### config.mk
export PLATFORM = sky130hd
export DESIGN_NAME = periodic_task_timer_table_flat
export DESIGN_NICKNAME = d
export VERILOG_FILES = /design/src/hw/rtl/ptt_pkg.sv /design/src/hw/rtl/ptt_if.sv /design/src/hw/rtl/ptt_ram.sv /design/src/hw/rtl/ptt_ctrl.sv /design/src/hw/rtl/periodic_task_timer_table.sv /design/src/flat_wrapper.sv
export SDC_FILE = /design/constraint.sdc
export NUM_CORES = 1
export LEC_CHECK = 0
export ABC_CLOCK_PERIOD_IN_PS = 20300
export BUFFER_PORTS_ARGS = -buffer_cell sky130_fd_sc_hd__buf_4
export CORE_MARGIN = 3
export CORE_UTILIZATION = 40
export CTS_BUF_LIST = sky130_fd_sc_hd__clkbuf_2 sky130_fd_sc_hd__clkbuf_4 sky130_fd_sc_hd__clkbuf_8
export CTS_CLUSTER_SIZE = 20
export DETAILED_ROUTE_END_ITERATION = 7
export PLACE_DENSITY = 0.66
export SYNTH_ARGS = -nofsm -noshare
export SYNTH_HDL_FRONTEND = slang
export SYNTH_SLANG_ARGS = --single-unit
### constraint.sdc
create_clock -name i_clk -period 20.3 [get_ports i_clk]
set_input_delay 4.06 -clock i_clk [delete_from_list [all_inputs] [get_ports i_clk]]
set_output_delay 4.06 -clock i_clk [all_outputs]
set_load 0.01 [all_outputs]
### src/hw/rtl/ptt_pkg.sv
`default_nettype none
package ptt_pkg;

    localparam int NUM_SLOTS = 16;
    localparam int TIME_BITS = 32;
    localparam int SLOT_W    = (NUM_SLOTS > 1) ? $clog2(NUM_SLOTS) : 1;

    typedef logic [SLOT_W-1:0]    t_slot;
    typedef logic [SLOT_W:0]      t_cnt;
    typedef logic [TIME_BITS-1:0] t_time;
    typedef logic [3:0]           t_slot_out;
    typedef logic [31:0]          t_word;

    localparam t_cnt SLOT_CNT = t_cnt'(NUM_SLOTS);

    typedef enum logic [2:0] {
        K_REGISTER = 3'd0,
        K_REMOVE   = 3'd1,
        K_PAUSE    = 3'd2,
        K_PLAY     = 3'd3,
        K_TICK     = 3'd4
    } t_kind;

    typedef enum logic [3:0] {
        S_IDLE  = 4'b0001,
        S_RESP  = 4'b0010,
        S_WALK  = 4'b0100,
        S_FLUSH = 4'b1000
    } t_state;

    // memory access from the sequencer
    typedef struct packed {
        logic  re;
        t_slot raddr;
        logic  int_we;
        logic  last_we;
        t_slot waddr;
        t_time int_wdata;
        t_time last_wdata;
    } t_mem_cmd;

    // one result handed to the output register
    typedef struct packed {
        logic      valid;
        t_slot_out slot;
        t_word     elapsed;
        logic      fired;
        logic      status;
        logic      last;
    } t_push;

endpackage
`default_nettype wire

### src/hw/rtl/ptt_if.sv
`default_nettype none
interface ptt_req_if;
    logic        valid;
    logic        ready;
    logic [2:0]  kind;
    logic [3:0]  task_id;
    logic [31:0] interval_ticks;
    logic [31:0] now_ticks;

    modport source (output valid, kind, task_id, interval_ticks, now_ticks, input ready);
    modport sink   (input valid, kind, task_id, interval_ticks, now_ticks, output ready);
endinterface

interface ptt_rsp_if;
    logic        valid;
    logic        ready;
    logic [3:0]  slot;
    logic [31:0] elapsed_ticks;
    logic        fired;
    logic        status;
    logic        last_of_run;

    modport source (output valid, slot, elapsed_ticks, fired, status, last_of_run, input ready);
    modport sink   (input valid, slot, elapsed_ticks, fired, status, last_of_run, output ready);
endinterface
`default_nettype wire

### src/hw/rtl/ptt_ram.sv
`default_nettype none
module ptt_ram #(
    parameter int DEPTH = 16,
    parameter int WIDTH = 32
) (
    input  wire logic                                         i_clk,
    input  wire logic                                         i_we,
    input  wire logic [((DEPTH > 1) ? $clog2(DEPTH) : 1)-1:0] i_waddr,
    input  wire logic [WIDTH-1:0]                             i_wdata,
    input  wire logic                                         i_re,
    input  wire logic [((DEPTH > 1) ? $clog2(DEPTH) : 1)-1:0] i_raddr,
    output      logic [WIDTH-1:0]                             o_rdata
);

    logic [WIDTH-1:0] r_mem [DEPTH];

    always_ff @(posedge i_clk) begin
        if (i_we) begin
            r_mem[i_waddr] <= i_wdata;
        end
    end

    // read data holds while i_re is low
    always_ff @(posedge i_clk) begin
        if (i_re) begin
            o_rdata <= r_mem[i_raddr];
        end
    end

endmodule
`default_nettype wire

### src/hw/rtl/ptt_ctrl.sv
`default_nettype none
module ptt_ctrl (
    input  wire logic          i_clk,
    input  wire logic          i_rst_n,
    ptt_req_if.sink            i_req,
    input  wire logic          i_out_free,
    input  wire ptt_pkg::t_time i_int_rdata,
    input  wire ptt_pkg::t_time i_last_rdata,
    output ptt_pkg::t_mem_cmd  o_mem,
    output ptt_pkg::t_push     o_push
);

    ptt_pkg::t_state              r_state, n_state;
    logic [ptt_pkg::NUM_SLOTS-1:0] r_used;
    logic [ptt_pkg::NUM_SLOTS-1:0] r_paused;
    ptt_pkg::t_slot_out           r_rsp_slot;
    logic                         r_rsp_status;
    ptt_pkg::t_time               r_now;
    ptt_pkg::t_cnt                r_idx;
    logic                         r_ev_valid;
    ptt_pkg::t_slot               r_ev_idx;
    logic                         r_ev_paused;
    logic                         r_pend_valid;
    ptt_pkg::t_slot               r_pend_slot;
    ptt_pkg::t_time               r_pend_elapsed;

    logic           req_fire;
    logic           id_ok;
    ptt_pkg::t_slot id;
    logic           in_use;
    logic           in_walk;
    logic           issuing;
    ptt_pkg::t_slot iw;
    ptt_pkg::t_time elapsed;
    logic           fire;
    logic           stall;
    logic           step;

    assign i_req.ready = (r_state == ptt_pkg::S_IDLE);
    assign req_fire    = i_req.valid && i_req.ready;
    assign id_ok       = 32'(i_req.task_id) < 32'(ptt_pkg::NUM_SLOTS);
    assign id          = ptt_pkg::t_slot'(i_req.task_id);
    assign in_use      = id_ok && r_used[id];

    assign in_walk = (r_state == ptt_pkg::S_WALK);
    assign issuing = r_idx < ptt_pkg::SLOT_CNT;
    assign iw      = r_idx[ptt_pkg::SLOT_W-1:0];

    // evaluate stage: RAM data for r_ev_idx arrives this cycle
    assign elapsed = r_now - i_last_rdata;
    assign fire    = r_ev_valid && !r_ev_paused && (elapsed >= i_int_rdata);
    // a new fire pushes the held one out, so it needs the output free
    assign stall   = fire && r_pend_valid && !i_out_free;
    assign step    = in_walk && !stall;

    always_comb begin
        o_mem.re         = step && issuing;
        o_mem.raddr      = iw;
        o_mem.int_we     = req_fire && (i_req.kind == ptt_pkg::K_REGISTER) && id_ok;
        o_mem.last_we    = o_mem.int_we || (step && r_ev_valid && (r_ev_paused || fire));
        o_mem.waddr      = in_walk ? r_ev_idx : id;
        o_mem.int_wdata  = ptt_pkg::t_time'(i_req.interval_ticks);
        o_mem.last_wdata = in_walk ? r_now : ptt_pkg::t_time'(i_req.now_ticks);
    end

    always_comb begin
        o_push         = '0;
        o_push.slot    = ptt_pkg::t_slot_out'(r_pend_slot);
        o_push.elapsed = ptt_pkg::t_word'(r_pend_elapsed);
        o_push.fired   = 1'b1;
        case (r_state)
            ptt_pkg::S_RESP: begin
                o_push.valid   = i_out_free;
                o_push.slot    = r_rsp_slot;
                o_push.elapsed = '0;
                o_push.fired   = 1'b0;
                o_push.status  = r_rsp_status;
                o_push.last    = 1'b1;
            end
            ptt_pkg::S_WALK: begin
                o_push.valid = fire && r_pend_valid && i_out_free;
            end
            ptt_pkg::S_FLUSH: begin
                o_push.valid = r_pend_valid && i_out_free;
                o_push.last  = 1'b1;
            end
            default: begin
                o_push.valid = 1'b0;
            end
        endcase
    end

    always_comb begin
        n_state = r_state;
        case (r_state)
            ptt_pkg::S_IDLE: begin
                if (req_fire) begin
                    case (i_req.kind)
                        ptt_pkg::K_REGISTER, ptt_pkg::K_REMOVE,
                        ptt_pkg::K_PAUSE, ptt_pkg::K_PLAY: n_state = ptt_pkg::S_RESP;
                        ptt_pkg::K_TICK:                   n_state = ptt_pkg::S_WALK;
                        default:                           n_state = ptt_pkg::S_IDLE;
                    endcase
                end
            end
            ptt_pkg::S_RESP: begin
                if (i_out_free) begin
                    n_state = ptt_pkg::S_IDLE;
                end
            end
            ptt_pkg::S_WALK: begin
                if (step && !issuing) begin
                    n_state = ptt_pkg::S_FLUSH;
                end
            end
            ptt_pkg::S_FLUSH: begin
                if (!r_pend_valid || i_out_free) begin
                    n_state = ptt_pkg::S_IDLE;
                end
            end
            default: begin
                n_state = ptt_pkg::S_IDLE;
            end
        endcase
    end

    always_ff @(posedge i_clk) begin
        if (!i_rst_n) begin
            r_state      <= ptt_pkg::S_IDLE;
            r_used       <= '0;
            r_paused     <= '0;
            r_ev_valid   <= 1'b0;
            r_pend_valid <= 1'b0;
        end else begin
            r_state <= n_state;
            if (req_fire) begin
                case (i_req.kind)
                    ptt_pkg::K_REGISTER: begin
                        if (id_ok) begin
                            r_used[id]   <= 1'b1;
                            r_paused[id] <= 1'b0;
                        end
                    end
                    ptt_pkg::K_REMOVE: begin
                        if (in_use) begin
                            r_used[id]   <= 1'b0;
                            r_paused[id] <= 1'b0;
                        end
                    end
                    ptt_pkg::K_PAUSE, ptt_pkg::K_PLAY: begin
                        if (in_use) begin
                            r_paused[id] <= (i_req.kind == ptt_pkg::K_PAUSE);
                        end
                    end
                    ptt_pkg::K_TICK: begin
                        r_ev_valid   <= 1'b0;
                        r_pend_valid <= 1'b0;
                    end
                    default: begin
                        r_ev_valid <= 1'b0;
                    end
                endcase
            end
            if (step) begin
                r_ev_valid <= issuing && r_used[iw];
                if (fire) begin
                    r_pend_valid <= 1'b1;
                end
            end
            if ((r_state == ptt_pkg::S_FLUSH) && (!r_pend_valid || i_out_free)) begin
                r_pend_valid <= 1'b0;
            end
        end
    end

    always_ff @(posedge i_clk) begin
        if (req_fire) begin
            r_rsp_slot   <= i_req.task_id;
            r_rsp_status <= (i_req.kind == ptt_pkg::K_REGISTER) ? !id_ok : !in_use;
            r_now        <= ptt_pkg::t_time'(i_req.now_ticks);
            r_idx        <= '0;
        end
        if (step) begin
            r_ev_idx    <= iw;
            r_ev_paused <= r_paused[iw];
            r_idx       <= r_idx + ptt_pkg::t_cnt'(issuing);
            if (fire) begin
                r_pend_slot    <= r_ev_idx;
                r_pend_elapsed <= elapsed;
            end
        end
    end

endmodule
`default_nettype wire

### src/hw/rtl/periodic_task_timer_table.sv
// Periodic task timer table with 16 slots. Each request is one of register, remove, pause,
// play or tick. Register, remove, pause and play give one result each, which passes through
// the S_RESP state into the output register once that is free. A tick reads one slot per
// cycle, while the output is not held back, from the interval and last-time RAMs (both read
// at the same address); it gives one result per firing slot in ascending order, marks the
// final one with last_of_run, and gives no result when nothing fires. The last fire of a tick
// is held until the walk ends, so results lag the walk by one firing. Requests of an unknown
// kind are taken and dropped. The next request is taken as soon as the previous one is
// finished, while its last result may still wait in the output register. No clearing pass
// is needed after reset.
`default_nettype none
module periodic_task_timer_table (
    input  wire logic i_clk,
    input  wire logic i_rst_n,
    ptt_req_if.sink   i_req,
    ptt_rsp_if.source o_rsp
);

    ptt_pkg::t_mem_cmd mem;
    ptt_pkg::t_push    push;
    ptt_pkg::t_time    int_rdata;
    ptt_pkg::t_time    last_rdata;
    logic              out_free;

    logic               r_out_valid;
    ptt_pkg::t_slot_out r_out_slot;
    ptt_pkg::t_word     r_out_elapsed;
    logic               r_out_fired;
    logic               r_out_status;
    logic               r_out_last;

    assign out_free = !r_out_valid || o_rsp.ready;

    ptt_ctrl u_ctrl (
        .i_clk        (i_clk),
        .i_rst_n      (i_rst_n),
        .i_req        (i_req),
        .i_out_free   (out_free),
        .i_int_rdata  (int_rdata),
        .i_last_rdata (last_rdata),
        .o_mem        (mem),
        .o_push       (push)
    );

    ptt_ram #(
        .DEPTH (ptt_pkg::NUM_SLOTS),
        .WIDTH (ptt_pkg::TIME_BITS)
    ) u_int_ram (
        .i_clk   (i_clk),
        .i_we    (mem.int_we),
        .i_waddr (mem.waddr),
        .i_wdata (mem.int_wdata),
        .i_re    (mem.re),
        .i_raddr (mem.raddr),
        .o_rdata (int_rdata)
    );

    ptt_ram #(
        .DEPTH (ptt_pkg::NUM_SLOTS),
        .WIDTH (ptt_pkg::TIME_BITS)
    ) u_last_ram (
        .i_clk   (i_clk),
        .i_we    (mem.last_we),
        .i_waddr (mem.waddr),
        .i_wdata (mem.last_wdata),
        .i_re    (mem.re),
        .i_raddr (mem.raddr),
        .o_rdata (last_rdata)
    );

    always_ff @(posedge i_clk) begin
        if (!i_rst_n) begin
            r_out_valid <= 1'b0;
        end else if (push.valid) begin
            r_out_valid <= 1'b1;
        end else if (o_rsp.ready) begin
            r_out_valid <= 1'b0;
        end
    end

    always_ff @(posedge i_clk) begin
        if (push.valid) begin
            r_out_slot    <= push.slot;
            r_out_elapsed <= push.elapsed;
            r_out_fired   <= push.fired;
            r_out_status  <= push.status;
            r_out_last    <= push.last;
        end
    end

    assign o_rsp.valid         = r_out_valid;
    assign o_rsp.slot          = r_out_slot;
    assign o_rsp.elapsed_ticks = r_out_elapsed;
    assign o_rsp.fired         = r_out_fired;
    assign o_rsp.status        = r_out_status;
    assign o_rsp.last_of_run   = r_out_last;

    // a result is never loaded over one that is still waiting
    a_push_room: assert property (@(posedge i_clk) disable iff (!i_rst_n)
        push.valid |-> out_free)
        else $error("result pushed into an occupied output register");

    // single-slot requests always end their own run
    a_single_last: assert property (@(posedge i_clk) disable iff (!i_rst_n)
        o_rsp.valid && !o_rsp.fired |-> o_rsp.last_of_run)
        else $error("single-slot result without last_of_run");

    // a fire reports no error status
    a_fire_ok: assert property (@(posedge i_clk) disable iff (!i_rst_n)
        o_rsp.valid && o_rsp.fired |-> !o_rsp.status)
        else $error("fire result with error status");

    // a tick request occupies the sequencer for its walk
    a_tick_busy: assert property (@(posedge i_clk) disable iff (!i_rst_n)
        i_req.valid && i_req.ready && (i_req.kind == ptt_pkg::K_TICK) |=> !i_req.ready)
        else $error("request taken during a tick walk");

endmodule
`default_nettype wire

### src/flat_wrapper.sv
// flat-port wrapper written by rule: the top's interface ports become plain ports
module periodic_task_timer_table_flat 
  (i_clk, i_rst_n, i_req_valid, i_req_kind, i_req_task_id, i_req_interval_ticks, i_req_now_ticks, i_req_ready, o_rsp_valid, o_rsp_slot, o_rsp_elapsed_ticks, o_rsp_fired, o_rsp_status, o_rsp_last_of_run, o_rsp_ready);
  ptt_req_if i_req_i ();
  ptt_rsp_if o_rsp_i ();
  input  wire logic i_clk;
  input  wire logic i_rst_n;
  input wire logic [$bits(i_req_i.valid)-1:0] i_req_valid;
  input wire logic [$bits(i_req_i.kind)-1:0] i_req_kind;
  input wire logic [$bits(i_req_i.task_id)-1:0] i_req_task_id;
  input wire logic [$bits(i_req_i.interval_ticks)-1:0] i_req_interval_ticks;
  input wire logic [$bits(i_req_i.now_ticks)-1:0] i_req_now_ticks;
  output wire logic [$bits(i_req_i.ready)-1:0] i_req_ready;
  output wire logic [$bits(o_rsp_i.valid)-1:0] o_rsp_valid;
  output wire logic [$bits(o_rsp_i.slot)-1:0] o_rsp_slot;
  output wire logic [$bits(o_rsp_i.elapsed_ticks)-1:0] o_rsp_elapsed_ticks;
  output wire logic [$bits(o_rsp_i.fired)-1:0] o_rsp_fired;
  output wire logic [$bits(o_rsp_i.status)-1:0] o_rsp_status;
  output wire logic [$bits(o_rsp_i.last_of_run)-1:0] o_rsp_last_of_run;
  input wire logic [$bits(o_rsp_i.ready)-1:0] o_rsp_ready;
  assign i_req_i.valid = i_req_valid;
  assign i_req_i.kind = i_req_kind;
  assign i_req_i.task_id = i_req_task_id;
  assign i_req_i.interval_ticks = i_req_interval_ticks;
  assign i_req_i.now_ticks = i_req_now_ticks;
  assign i_req_ready = i_req_i.ready;
  assign o_rsp_valid = o_rsp_i.valid;
  assign o_rsp_slot = o_rsp_i.slot;
  assign o_rsp_elapsed_ticks = o_rsp_i.elapsed_ticks;
  assign o_rsp_fired = o_rsp_i.fired;
  assign o_rsp_status = o_rsp_i.status;
  assign o_rsp_last_of_run = o_rsp_i.last_of_run;
  assign o_rsp_i.ready = o_rsp_ready;
  periodic_task_timer_table u_core (.i_clk(i_clk), .i_rst_n(i_rst_n), .i_req(i_req_i), .o_rsp(o_rsp_i));
endmodule
; ---- After elaboration in Yosys (flattened, before gate mapping)
; Memory sizes are Yosys's and may differ from the RTL's. A register that Yosys moved wholly into a read port is not among the register bits.
; Cells that the tools add are included.
[word_totals]
register_bits = 161
mem_bits_rw = 1024
input_bits = 75
n_memories = 2
[mem_list]
columns = name, words, word_bits, read_ports, rd_clocked_by_memory_dff, write_ports, line_no
row1 = u_core.u_int_ram.r_mem, 16, 32, 1, 1, 1, ptt_ram.sv:15  ; logic [WIDTH-1:0] r_mem [DEPTH];
row2 = u_core.u_last_ram.r_mem, 16, 32, 1, 1, 1, ptt_ram.sv:15
[classes]
add_sub_neg = 2
order_cmp = 5
n_eq_ne = 15
n_mux = 40
n_bitwise = 5
n_reduce_logical = 41
[ops]
columns = cell, n
row1 = 16-bit 2-to-1 mux, 3
row2 = 16-bit case mux with 3 select lines, 1
row3 = 38-bit 2-to-1 mux, 1
row4 = 16-bit AND, 2
row5 = 32-bit >= comparator, 1
row6 = 32-bit 2-to-1 mux, 1
row7 = 16-bit case mux with 2 select lines, 1
row8 = 32-bit subtractor, 1
row9 = 4-bit 2-to-1 mux, 5
row10 = 1-bit 2-to-1 mux, 18
row11 = 16-bit bitwise mux, 1
row12 = 1-bit logical AND, 16
row13 = 16-bit NOT, 1
row14 = 16-bit bitwise OR, 1
row15 = 4-bit case mux with 4 select lines, 1
row16 = 1-bit binary-select mux with 4-bit select, 3
row17 = 4-bit by 5-bit < comparator with 1-bit output (second input constant), 2
row18 = 5-bit 2-to-1 mux, 2
row19 = 2-bit by 1-bit != test with 1-bit output (second input constant), 4
row20 = 4-bit AND reduction, 2
row21 = 1-bit logical NOT, 7
row22 = 3-bit by 2-bit == test with 1-bit output (second input constant), 2
row23 = 2-bit != test (second input constant), 3
row24 = 3-bit case mux with 2 select lines, 1
row25 = 20 further kinds, 28

; ---- Logic depth before layout (Yosys ltp)
[depth]
depth_word = 12
ltp_mapped = 21
depth_no_buf = 20

; ---- Hierarchy
; Synthesis repeated with hierarchy kept, for this count alone.
[hier_totals]
cells_unflattened = 2598
area_unflattened_um2 = 49655.1
[by_module_without_submodules]
columns = mod, instances, cells_each, area_per_inst_um2, seq_area_each_um2
row1 = ptt_ram, 2, 838, 20155.6, 16335.7
row2 = ptt_ctrl, 1, 879, 8124.0, 3253.1
row3 = periodic_task_timer_table, 1, 43, 1219.9, 1191.1

; ---- Least setup slack after synthesis
; OpenSTA, ideal clock, no wires.
[synth_path]
path_kind = input-to-reg
from = in i_req_kind[2]
to = mem u_core.u_last_ram.r_mem[11][0], enable pin
setup_time_ps = 470
arrival_ps = 7502
required_time_ps = 19830
setup_slack_ps = 12328
path_stages = 4
n_path_buf = 1
cell_sequence = buf_2 > nor4_1 > nor2_1 > a211oi_1
[synth_between]
elab_chain_cells = 5
[synth_rtl]
columns = item, line_no
row1 = start: declaration, flat_wrapper.sv:9  ; input wire logic [$bits(i_req_i.kind)-1:0] i_req_kind;
row2 = 3-bit logical NOT, ptt_ctrl.sv:59  ; o_mem.int_we = req_fire && (i_req.kind == ptt_pkg::K_REGISTER) && id_ok;
row3 = 1-bit logical AND, ptt_ctrl.sv:59
row4 = 1-bit logical OR, ptt_ctrl.sv:60  ; o_mem.last_we = o_mem.int_we || (step && r_ev_valid && (r_ev_paused || fire));
row5 = 1-bit 2-to-1 mux, ptt_ram.sv:18  ; if (i_we) begin
row6 = 1-bit 2-to-1 mux (not written as such), ptt_ram.sv:19  ; r_mem[i_waddr] <= i_wdata;
row7 = end: declaration, ptt_ram.sv:15
; No other way between the ends.

==> qor.yml <==
grt:
  grt_antenna_before_repair: 11
  grt.total_usage: 0.185
  overflow: 0
  grt_pass1_wl_mm: 172
  grt_pass1_vias: 25100
  grt_max_degree: 99
sta:
  finalCritPeriodShare: 0.323
  fin_skew_ns: 0.0493
  setup_viol: 0
  relSlewSlack: 0.104
  clock.fmax_mhz: 153
  hold_viol: 0
  final_max_slew_viol_count: 0
  finalSetupTns_ns: 0
  min_period_ns: 6.55
  tightest_slew_ns: 1.33
  fin_ws_ns: 13.75
  rsz0062_at_grt: "no"
logic_synthesis:
  yosys.area_share.simple: 0.0362
  yosysTopAreaCell: "edfxtp_1"
  ys_ff_latch: 1249
  synth_most_common_cell: "edfxtp_1"
  ys_top_cells_by_area: "edfxtp_1 (73%), mux4_2 (15%), ha_1 (1.6%)"
  yosys-mux-area-fraction: 0.155
  synth_compound_area_frac: 0.0236
  synth_nets: 2593
  yosysWarnings: 0
  synth_top_area_share: 0.732
  ys_types: 66
  ys.flop_type: "edfxtp_1"
  synth.avg_cell_area_um2: 20.2
  yosysSeqAreaShare: 0.748
  ys_top_cells_by_count: "edfxtp_1 (1210), mux4_2 (333), nand2_1 (138)"
  syn_area_mm2: 0.0496
  synthCells: 2452
  synth_edf_count: 1210
  synth_top_family_by_area: "multiplexers"
  synth_fa_ha_area_frac: 0.0168
  postSynth.asyncResetShare: 0
  synthXorXnorAreaFrac: 0.00565
min_path:
  hold_start: "u_core.u_ctrl.r_paused[4]$_SDFFE_PN0P_"
  min_to: "u_core.u_ctrl.r_paused[4]$_SDFFE_PN0P_"
  hold_class: "register to register"
  whs_path_depth: 2
final_layout:
  num-nets-final: 2838
  final_area_mm2: 0.0565
  regArea_mm2: 0.0371
  multi_input_area_mm2: 0.0122
  syn2layout_area_growth_pct: 13.8
  n_fill_cell: 10000
  drive_gt1_frac: 0.292
route:
  dr.pass1.iters: 7
  drtIter0Drc: 2888
  detail-route-antenna-nets: 0
  vias: 25100
  wirelength_mm: 118
  vias_per_cell: 5.60
  route.detailed.drc: 0
  wl_per_cell_um: 26.3
power_and_ir_drop:
  total_power_w: 0.00525
  ir_drop_uv: 62.1
  leakagePower_nw: 18.1
  p_per_area_mw_per_mm2: 92.9
critical_path:
  cp_max_fo: 28
  worstPathArrival_ns: 7.06
  required_ns: 20.81
  ff2ff_setup_slack_ns: 13.75
  reg2regPathDepth: 17
  r2r_end: "u_core.o_rsp.slot[1]$_DFFE_PP_"
  critical_path_class: "register to register"
  rr_startpoint: "u_core.u_ctrl.r_now[2]$_DFFE_PP_"
  worstSetupEndpointType: "register"
  critPathLaunchType: "register"
die:
  die_x_um: 358
  rows: 128
  die_h_um: 358
  dieArea_mm2: 0.128
  core_mm2: 0.123
  io_pins: 116
  start_util: 0.405
status:
  run_status: "completed"
clock_tree:
  tritoncts: "yes"
  cts_buffers: 191
  cts-hold-fix-buffers: 0
  post_cts_buffers: 0
  cts-root-buf: "clkbuf_8"
  clock_path_buffers: 3
  insertion_delay_ns: 0.88
  path_clk_slew_ns: 0.06
  htree_levels: 4
  cts_resized: 0
  cts_sinks: 1249
place:
  placed_area_mm2: 0.0528
  hpwlAfterDp_mm: 72.7
  portBuffers: 115
  gp_congestion: 0.877
  pre_cts_slack_ns: 13.24
run:
  cap_violations: 0
state kept, by name, indices dropped and copies added, names as in the netlist, 16 cells and up, named ones only:
name / flops
u_core.u_last_ram.r_mem: 512
u_core.u_ctrl.r_now: 32
u_core.u_ctrl.r_pend_elapsed: 32
u_core.o_rsp.elapsed_ticks: 32
u_core.u_int_ram.o_rdata: 32
u_core.u_int_ram.r_mem: 512
u_core.u_ctrl.r_paused: 16
u_core.u_last_ram.o_rdata: 32
power by group:
group	internal, W	switching, W
Combinational	0.000161	0.000236
Sequential	0.00285	0.00000855
Clock	0.00104	0.000951
cells in the final DEF (no fill, tap or decap), types with 5 or more instances in the layout:
master	instances
nor2b_1	11
and2_1	36
nor3_1	36
or3_1	5
and3_1	9
o21bai_1	5
edfxtp_1	1210
dfxtp_1	39
o21ai_1	7
mux4_2	333
clkbuf_8	195
clkbuf_4	58
o21a_1	7
inv_1	81
clkinv_1	60
buf_4	156
nand2_1	138
nand3_1	14
a31oi_1	16
a21o_1	14
clkinv_2	13
o21ai_0	37
xnor2_1	21
nor2_1	65
nand4_1	9
a21oi_4	13
mux2i_1	11
nand2b_1	11
a21oi_1	54
clkinvlp_4	6
ha_1	65
xor2_1	11
nor2_4	17
how the worst max path moves through the flow:
stage	from	endpoint	slack (ns)	cells after the start
after global placement	i_req_kind[2]	u_core.u_int_ram.r_mem[11][27]$_DFFE_PP_	13.37	4
after floorplan	i_req_kind[2]	u_core.u_last_ram.r_mem[11][0]$_DFFE_PP_	12.33	4
after CTS	u_core.u_ctrl.r_now[0]$_DFFE_PP_	u_core.o_rsp.slot[1]$_DFFE_PP_	13.99	19
after detailed placement	i_req_valid	u_core.u_int_ram.r_mem[11][22]$_DFFE_PP_	13.24	5
after global routing	u_core.u_ctrl.r_now[2]$_DFFE_PP_	u_core.o_rsp.slot[1]$_DFFE_PP_	13.42	17
final	u_core.u_ctrl.r_now[2]$_DFFE_PP_	u_core.o_rsp.slot[1]$_DFFE_PP_	13.75	17
critical path: stages (launching register included):
cell and delay, ns:
edfxtp_1 0.39, ha_1 0.36, nor2b_1 0.16, o31a_1 0.28, o311a_1 0.40, o21ai_0 0.31, nand4b_1 0.20, a211oi_1 0.35
nor2_1 0.12, xor2_1 0.54, ha_1 0.22, nand3_1 0.11, nor4_1 0.55, and3_1 0.24, o21ai_0 0.10, a31o_2 0.34
a221oi_4 0.96, buf_4 0.51
final cells by class:
cell class	instances	share of cell area
clock buffer	253	0.0552
clock inverter	91	0.00964
tap	1625	0.0360
sequential	1249	0.657
antenna	3	0.000133
timing repair buffer	157	0.0211
inverter	83	0.00552
multi-input combinational	1015	0.215
cells by family (layout without fill, tap and decap cells):
| kind of cell | count (synthesis) | after routing |
|---|---|---|
| fa+ha+maj | 66 | 66 |
| mux | 350 | 350 |
| compound gates | 193 | 193 |
| xor+xnor | 32 | 32 |
| flops | 1249 | 1249 |
| buf+inv | 188 | 584 |
| simple gates | 374 | 374 |
| other cells | 0 | 3 |
through the flow:
| step | instances | util | hold WS, ns |
|---|---|---|---|
| 5_1_grt | 4474 | 0.461 | 0.506 |
| 4_1_cts | 4473 | 0.461 | 0.479 |
| 6_report | 4476 | 0.461 | 0.476 |
| 3_3_place_gp | 4129 | 0.431 | 0.459 |
| 3_5_place_dp | 4129 | 0.431 | 0.468 |
| 2_1_floorplan | 2452 | - | 0.424 |
metal layers:
layer | vias to the layer above | track usage | share of wire
li1 | 10500 | - | -
met1 | 13200 | 0.269 | 0.42
met2 | 1191 | 0.273 | 0.46
met3 | 168 | 0.0554 | 0.10
met4 | 8 | 0.0486 | 0.020
met5 | - | 0 | 0.00037
No activity file was read; power rests on OpenSTA's default activity.
